===== config.mk =====
export PLATFORM = sky130hd
export DESIGN_NAME = rvde_front
export DESIGN_NICKNAME = d
export VERILOG_FILES = /design/src/rtl/core/rvde_pkg.sv /design/src/rtl/core/rvde_front.sv
export SDC_FILE = /design/constraint.sdc
export NUM_CORES = 1
export LEC_CHECK = 0
export ABC_AREA = 1
export BUFFER_PORTS_ARGS = -buffer_cell sky130_fd_sc_hd__buf_2
export CORE_MARGIN = 3
export CORE_UTILIZATION = 54
export DETAILED_ROUTE_END_ITERATION = 16
export PLACE_DENSITY = 0.76
export SETUP_SLACK_MARGIN = 0.2
export SLEW_MARGIN = 20
export SYNTH_ARGS = -nofsm -noshare
export SYNTH_HDL_FRONTEND = slang
export SYNTH_SLANG_ARGS = --single-unit

===== constraint.sdc =====
create_clock -name clock -period 5.8 [get_ports clock]
set_input_delay 0.58 -clock clock [delete_from_list [all_inputs] [get_ports clock]]
set_output_delay 0.58 -clock clock [all_outputs]
set_load 0.03 [all_outputs]

===== src/rtl/core/rvde_pkg.sv =====
// Shared types and constants for the RV32I decode/execute block.
// Used by every module under rtl/core except rvde_ram; no dependencies of its own.
package rvde_pkg;

   localparam int MEM_BYTES_DEFAULT = 65536;
   localparam int QUEUE_DEPTH       = 2;

   localparam logic [6:0] OPC_LUI    = 7'h37;
   localparam logic [6:0] OPC_AUIPC  = 7'h17;
   localparam logic [6:0] OPC_JAL    = 7'h6f;
   localparam logic [6:0] OPC_JALR   = 7'h67;
   localparam logic [6:0] OPC_BRANCH = 7'h63;
   localparam logic [6:0] OPC_LOAD   = 7'h03;
   localparam logic [6:0] OPC_STORE  = 7'h23;
   localparam logic [6:0] OPC_ALUI   = 7'h13;
   localparam logic [6:0] OPC_ALUR   = 7'h33;

   localparam logic [2:0] F3_BEQ  = 3'd0;
   localparam logic [2:0] F3_BNE  = 3'd1;
   localparam logic [2:0] F3_BLT  = 3'd4;
   localparam logic [2:0] F3_BGE  = 3'd5;
   localparam logic [2:0] F3_BLTU = 3'd6;
   localparam logic [2:0] F3_BGEU = 3'd7;

   localparam logic [2:0] F3_LB  = 3'd0;
   localparam logic [2:0] F3_LH  = 3'd1;
   localparam logic [2:0] F3_LW  = 3'd2;
   localparam logic [2:0] F3_LBU = 3'd4;
   localparam logic [2:0] F3_LHU = 3'd5;

   localparam logic [2:0] F3_SB = 3'd0;
   localparam logic [2:0] F3_SH = 3'd1;
   localparam logic [2:0] F3_SW = 3'd2;

   localparam logic [2:0] F3_ADD  = 3'd0;
   localparam logic [2:0] F3_SLL  = 3'd1;
   localparam logic [2:0] F3_SLT  = 3'd2;
   localparam logic [2:0] F3_SLTU = 3'd3;
   localparam logic [2:0] F3_XOR  = 3'd4;
   localparam logic [2:0] F3_SR   = 3'd5;
   localparam logic [2:0] F3_OR   = 3'd6;
   localparam logic [2:0] F3_AND  = 3'd7;

   typedef enum logic [3:0] {
      OP_LUI, OP_AUIPC, OP_JAL, OP_JALR, OP_BRANCH, OP_LOAD, OP_STORE,
      OP_ALUI, OP_ALUR, OP_PRELOAD, OP_ILLEGAL
   } op_class_type;

   typedef struct packed {
      op_class_type op;
      logic [2:0]   f3;
      logic         alt;
      logic         has_rd;
      logic [4:0]   rd;
      logic [4:0]   rs1;
      logic [4:0]   rs2;
      logic [31:0]  imm;
      logic [15:0]  paddr;
      logic [7:0]   pbyte;
   } item_type;

   typedef struct packed {
      logic [31:0] next_pc;
      logic [4:0]  dest_index;
      logic [31:0] dest_value;
      logic        dest_written;
      logic        illegal;
   } result_type;

endpackage


===== src/rtl/core/rvde_front.sv =====
// Front end: accepts requests, decodes and classifies them, queues them.
// Depends on rvde_pkg.
module rvde_front #(
   parameter int QueueDepth = rvde_pkg::QUEUE_DEPTH
) (
   input  logic               clock,
   input  logic               reset,
   input  logic               req_valid,
   output logic               req_ready,
   input  logic               req_command,
   input  logic [31:0]        req_instr_word,
   input  logic [15:0]        req_preload_addr,
   input  logic [7:0]         req_preload_byte,
   output logic               head_valid,
   output rvde_pkg::item_type head_item,
   input  logic               head_pop
);
   localparam int PW = (QueueDepth > 1) ? $clog2(QueueDepth) : 1;
   localparam int CW = $clog2(QueueDepth + 1);

   rvde_pkg::item_type q_ff [QueueDepth];
   logic [PW-1:0] wr_ptr_ff, wr_ptr_in, rd_ptr_ff, rd_ptr_in;
   logic [CW-1:0] count_ff, count_in;
   logic push, pop;
   rvde_pkg::item_type dec;
   logic [31:0] w;
   logic [31:0] imm_i, imm_s, imm_b, imm_u, imm_j;

   always_comb begin
      w     = req_instr_word;
      imm_i = {{21{w[31]}}, w[30:20]};
      imm_s = {{21{w[31]}}, w[30:25], w[11:7]};
      imm_b = {{20{w[31]}}, w[7], w[30:25], w[11:8], 1'b0};
      imm_u = {w[31:12], 12'b0};
      imm_j = {{12{w[31]}}, w[19:12], w[20], w[30:21], 1'b0};
      dec.f3     = w[14:12];
      dec.alt    = w[30];
      dec.rd     = w[11:7];
      dec.rs1    = w[19:15];
      dec.rs2    = w[24:20];
      dec.paddr  = req_preload_addr;
      dec.pbyte  = req_preload_byte;
      dec.imm    = imm_i;
      dec.op     = rvde_pkg::OP_ILLEGAL;
      case (w[6:0])
         rvde_pkg::OPC_LUI: begin
            dec.op  = rvde_pkg::OP_LUI;
            dec.imm = imm_u;
         end
         rvde_pkg::OPC_AUIPC: begin
            dec.op  = rvde_pkg::OP_AUIPC;
            dec.imm = imm_u;
         end
         rvde_pkg::OPC_JAL: begin
            dec.op  = rvde_pkg::OP_JAL;
            dec.imm = imm_j;
         end
         rvde_pkg::OPC_JALR: dec.op = rvde_pkg::OP_JALR;
         rvde_pkg::OPC_BRANCH: begin
            dec.imm = imm_b;
            if (dec.f3 inside {rvde_pkg::F3_BEQ, rvde_pkg::F3_BNE, rvde_pkg::F3_BLT,
                               rvde_pkg::F3_BGE, rvde_pkg::F3_BLTU, rvde_pkg::F3_BGEU}) begin
               dec.op = rvde_pkg::OP_BRANCH;
            end
         end
         rvde_pkg::OPC_LOAD: begin
            if (dec.f3 inside {rvde_pkg::F3_LB, rvde_pkg::F3_LH, rvde_pkg::F3_LW,
                               rvde_pkg::F3_LBU, rvde_pkg::F3_LHU}) begin
               dec.op = rvde_pkg::OP_LOAD;
            end
         end
         rvde_pkg::OPC_STORE: begin
            dec.imm = imm_s;
            if (dec.f3 inside {rvde_pkg::F3_SB, rvde_pkg::F3_SH, rvde_pkg::F3_SW}) begin
               dec.op = rvde_pkg::OP_STORE;
            end
         end
         rvde_pkg::OPC_ALUI: dec.op = rvde_pkg::OP_ALUI;
         rvde_pkg::OPC_ALUR: dec.op = rvde_pkg::OP_ALUR;
         default: dec.op = rvde_pkg::OP_ILLEGAL;
      endcase
      if (req_command) begin
         dec.op = rvde_pkg::OP_PRELOAD;
      end
      dec.has_rd = (dec.rd != 5'd0) &&
                   (dec.op inside {rvde_pkg::OP_LUI, rvde_pkg::OP_AUIPC, rvde_pkg::OP_JAL,
                                   rvde_pkg::OP_JALR, rvde_pkg::OP_LOAD, rvde_pkg::OP_ALUI,
                                   rvde_pkg::OP_ALUR});
   end

   assign req_ready  = (count_ff != CW'(QueueDepth));
   assign head_valid = (count_ff != '0);
   assign head_item  = q_ff[rd_ptr_ff];
   assign push       = req_valid && req_ready;
   assign pop        = head_pop && head_valid;

   always_comb begin
      wr_ptr_in = wr_ptr_ff;
      rd_ptr_in = rd_ptr_ff;
      count_in  = count_ff;
      if (push) begin
         wr_ptr_in = (wr_ptr_ff == PW'(QueueDepth - 1)) ? '0 : wr_ptr_ff + 1'b1;
      end
      if (pop) begin
         rd_ptr_in = (rd_ptr_ff == PW'(QueueDepth - 1)) ? '0 : rd_ptr_ff + 1'b1;
      end
      if (push && !pop) begin
         count_in = count_ff + 1'b1;
      end else if (pop && !push) begin
         count_in = count_ff - 1'b1;
      end
   end

   always_ff @(posedge clock) begin
      if (reset) begin
         wr_ptr_ff <= '0;
         rd_ptr_ff <= '0;
         count_ff  <= '0;
      end else begin
         wr_ptr_ff <= wr_ptr_in;
         rd_ptr_ff <= rd_ptr_in;
         count_ff  <= count_in;
      end
      if (push) begin
         q_ff[wr_ptr_ff] <= dec;
      end
   end
endmodule


# ---- After elaboration in Yosys (flattened, before gate mapping)
# Memory sizes are Yosys's and may differ from the RTL's. A register that Yosys moved wholly into a read port is not among the register bits.
# Cells that the tools add are included.
dict set report word_totals {
  ramBits 160
  in_bits 61
  mem_count 1
  ff_bits 4
}
dict set report classes {
  n_addsub 4
  reduce_logical 17
  mux 14
  eq_ne 22
}
# name words word_bits rd rd_ports_with_merged_regs wr line_no
set mem_list {}
lappend mem_list {q_ff 2 80 1 1 1 rvde_front.sv:21} ;# rvde_pkg::item_type q_ff [QueueDepth];
# op n
set ops {}
lappend ops {{31-bit one-hot mux with 4 select lines} 1}
lappend ops {{4-bit one-hot mux with 9 select lines} 1}
lappend ops {{7-bit by 6-bit == test with 1-bit output, second input constant} 3}
lappend ops {{7-bit == test, second input constant} 3}
lappend ops {{4-bit 2-to-1 mux} 4}
lappend ops {{7-bit by 5-bit == test with 1-bit output, second input constant} 2}
lappend ops {{3-bit == test, second input constant} 4}
lappend ops {{5-bit nonzero test} 2}
lappend ops {{4-bit by 2-bit == test with 1-bit output, second input constant} 2}
lappend ops {{4-bit by 3-bit == test with 1-bit output, second input constant} 2}
lappend ops {{7-bit by 2-bit == test with 1-bit output, second input constant} 1}
lappend ops {{7-bit nonzero test} 1}
lappend ops {{1-bit 2-to-1 mux} 6}
lappend ops {{6-bit nonzero test} 1}
lappend ops {{1-bit logical AND} 5}
lappend ops {{4-bit by 1-bit == test with 1-bit output, second input constant} 1}
lappend ops {{4-bit == test, second input constant} 1}
lappend ops {{4-bit zero test} 1}
lappend ops {{2-bit 2-to-1 mux} 2}
lappend ops {{2-bit nonzero test} 2}
lappend ops {{3-bit by 1-bit == test with 1-bit output, second input constant} 1}
lappend ops {{3-bit by 2-bit == test with 1-bit output, second input constant} 1}
lappend ops {{3-bit zero test} 1}
lappend ops {{3-bit nonzero test} 1}
lappend ops {{other kinds (6)} 8}

# ---- Longest topological paths before layout
dict set report depth {
  word_depth 8
  depth_mapped 10
  mapped_depth_nobuf 10
}

# ---- Worst setup path before layout
# No wires, ideal clock.
dict set report synth_path {
  path_type {register -> register}
  from {register count_ff[0]}
  to {memory q_ff[1][0] in the netlist's numbering, enable pin}
  required_time_ns 5.279
  setup_time_ns 0.521
  path_stages_with_launch 5
  path_slack_ns 1.157
  period_less_slack_ns 4.643
  t_arrival_ns 4.122
  cell_sequence {dfxtp_1 -> inv_1 -> nand2_1 -> nand2_1 -> nor2_1}
}
dict set report synth_via {
  elab_chain_len 4
}
# element line_no
set synth_rtl {}
lappend synth_rtl {{start, declared} rvde_front.sv:23} ;# logic [CW-1:0] count_ff, count_in;
lappend synth_rtl {{start signal, assigned} rvde_front.sv:122} ;# count_ff <= count_in;
lappend synth_rtl {{2-bit inequality test} rvde_front.sv:91} ;# assign req_ready = (count_ff != CW'(QueueDepth));
lappend synth_rtl {{named net req_ready} rvde_front.sv:9} ;# output logic req_ready,
lappend synth_rtl {{1-bit logical AND} rvde_front.sv:94} ;# assign push = req_valid && req_ready;
lappend synth_rtl {{1-bit 2-to-1 mux} rvde_front.sv:124} ;# if (push) begin
lappend synth_rtl {{1-bit 2-to-1 mux (implied by the code)} rvde_front.sv:125} ;# q_ff[wr_ptr_ff] <= dec;
lappend synth_rtl {{end, declared} rvde_front.sv:21}
# The timed path passes the listed nets, and every way through them passes these cells.

==> metrics.cfg <==
[logic_synthesis]
synth_commonest_cells = 160 x edfxtp_1, 80 x mux2_2, 45 x nand2_1
synthDistinctLibCells = 32
yosysSeqAreaShare_pct = 73.2
synth_top_area_cell = edfxtp_1
yosysMostFrequentCell = edfxtp_1
async_reset_ff_share_pct = 0
synthTopCellsByArea = edfxtp_1 72%, mux2_2 13%, nand2_1 2.5%, inv_1 1.9%, nor2_1 1.5%
syn_nets = 491
yosys_warnings = 0
dominantRegCellSynth = edfxtp_1
synth-seq-cells = 165
synth_top_area_share_pct = 71.7
synthCells = 429
syn_area_um2 = 6700
post_synth.cell_area_avg_um2 = 15.6
synth_edf_count = 160

[setup_path]
end_kind = output port
criticalPathCategory = flop to output port
cp_data_required_time_ns = 5.22
r2r_cells = 5
cp.arrival_ns = 2.02
worst_setup_path_start_kind = flop
critPathMaxFanout = 46

[floorplanning]
row_count = 40
die_h_um = 117
pin_count = 143
start_util_pct = 55.5
fp.dieW_um = 117
dieArea_um2 = 13800
core-area_um2 = 12100

[detailed_routing]
drt_iter0_drc = 212
vias = 3905
drt-wirelength-per-cell_um = 16.7
drc = 0
totalWireLength_um = 12700
viasPerCell = 5.12
final_antenna_net_count = 0
drt-pass1-iter-count = 4

[grt]
grt_max_degree = 81
grt_use_total_pct = 18.8
grt_pass1_wl_um = 20000
grt_overflow_total = 0
grt_pass1_vias = 4074
antenna_found_initial = 0

[status]
outcome = finished clean

[place]
placed_area_um2 = 7600
place.gp.congestion = 0.878
port_buffers = 142
dp_hpwl_um = 8400

[finish]
drive_above_1_share_pct = 46.6
final_cell_area_um2 = 8150
diodes = 0
syn2layout_area_growth_pct = 21.7
fin_nets = 644

[timing]
drv_slew = 0
setup_viol = 0
max_freq_mhz = 385
hold_viol_final = 0
tns_ns = 0
worst_slew_pin_slew_ns = 1.03
min_period_ns = 2.60
rsz0062_at_grt = false
relSlewSlack_pct = 31.1
finClkSkew_ns = 0.00555
post-route-period-util_pct = 44.8

[pwr]
p_leak_nw = 3.18
powerDensity_nw_per_um2 = 434
ir_worst_vdd_uv = 261

[cts]
clock-sinks = 165
cts_tree = yes
cts_made_buffers = 17
ctsLongestPathBuffers = 2
cts_setup_buffers = 0
worst_skew_pair.late_latency_ns = 0.41
cts_root_buffer = clkbuf_16
postCtsHoldBufs = 0
cts.repair.resized = 0
clk_pin_slew_ns = 0.06
htree_num_levels = 4

[hold_path]
hold_path_depth = 1
hold_class = input pin to flop

[job]
drv_cap = 0

[layout make-up]
class                   instances  area [µm²]
clock inverters                12        87.6
fillers                       872        3910
inverters                      37         139
repair buffers                145         753
clock buffers                  20         437
well taps                     168         210
multi-input cells             216        1620
flip-flops and latches        165        4910
[placed cells by master, fill, tap and decap left out, types with 2 or more instances in the layout]
cell,synthesis,routed
o21ai_0,15,15
dfxtp_1,5,4
clkinv_1,0,3
nand4_1,2,2
nand2_2,4,4
inv_2,3,3
mux2_2,80,80
clkbuf_16,0,17
clkbuf_1,2,3
o22ai_1,2,2
nand2_1,45,45
nand3_1,7,7
o21ai_1,3,3
nand2_4,4,4
edfxtp_1,160,160
nor2_4,2,4
buf_2,9,142
nor2_2,4,4
nor2_1,27,25
buf_4,0,2
clkinv_2,0,6
a21oi_1,7,7
a21oi_2,2,2
inv_1,34,34
[registers in the layout (all words and copies together) (netlist names), named ones only]
signal and cells:
wr_ptr_ff 1, count_ff 2, q_ff 160, rd_ptr_ff 1
[kinds of logic (layout without fill, tap and decap cells)]
| kind of cell | count (synthesis) | after routing | synth area share [%] |
|---|---|---|---|
| adder cells (fa/ha/maj) | 1 | 1 | 0.187 |
| buffers and inverters | 48 | 214 | 2.86 |
| AND/OR/NAND/NOR | 101 | 101 | 7.40 |
| multiplexers | 80 | 80 | 13.5 |
| AO/OA/AOI/OAI | 34 | 34 | 2.88 |
| flip-flops | 165 | 165 | 73.2 |
[report_power, final]
part / switching (W) / internal, W / total, W
Clock: 0.000407 / 0.000581 / 0.000988
Combinational: 0.000652 / 0.000327 / 0.000979
Sequential: 0.0000622 / 0.00151 / 0.00157
Total: 0.00112 / 0.00242 / 0.00354
[path summary, 6_finish.rpt]
path / end / from / slack (ns)
worst max-delay path: head_item[44] / flop / 3.20
worst min-delay path: q_ff[1][10] / req_preload_addr[2] / 0.36
worst max register to register: q_ff[0][12] / count_ff[0] / 3.30
worst min register to register: flop / rd_ptr_ff / 0.49
[per-layer routing]
| layer | GRT usage, % | vias up | routed length (µm) |
|---|---|---|---|
| met5 | 0 | - | 0 |
| met4 | 7.92 | 0 | 134 |
| met2 | 31.8 | 121 | 6580 |
| met1 | 23.0 | 1904 | 5300 |
| met3 | 5.01 | 10 | 706 |
| li1 | - | 1870 | - |
[worst max-delay path, cell delays in order, from the launching register on]
cell and delay, ns:
dfxtp_4 0.67, buf_16 0.30, mux2_2 0.41, buf_2 0.19
[stage by stage]
stage | setup WS (ns) | util (%) | instances | hold WS, ns | total power, W
after CTS | 3.03 | 67.4 | 762 | 0.340 | 0.00357
final | 3.20 | 67.6 | 763 | 0.357 | 0.00354
after floorplan | 1.16 | - | 429 | 0.454 | 0.00231
after detailed placement | 3.05 | 63.0 | 730 | 0.469 | 0.00258
after global placement | 3.09 | 63.0 | 730 | 0.459 | 0.00256
after global routing | 3.10 | 67.6 | 763 | 0.340 | 0.00370
(Power assumes the default switching activity.)
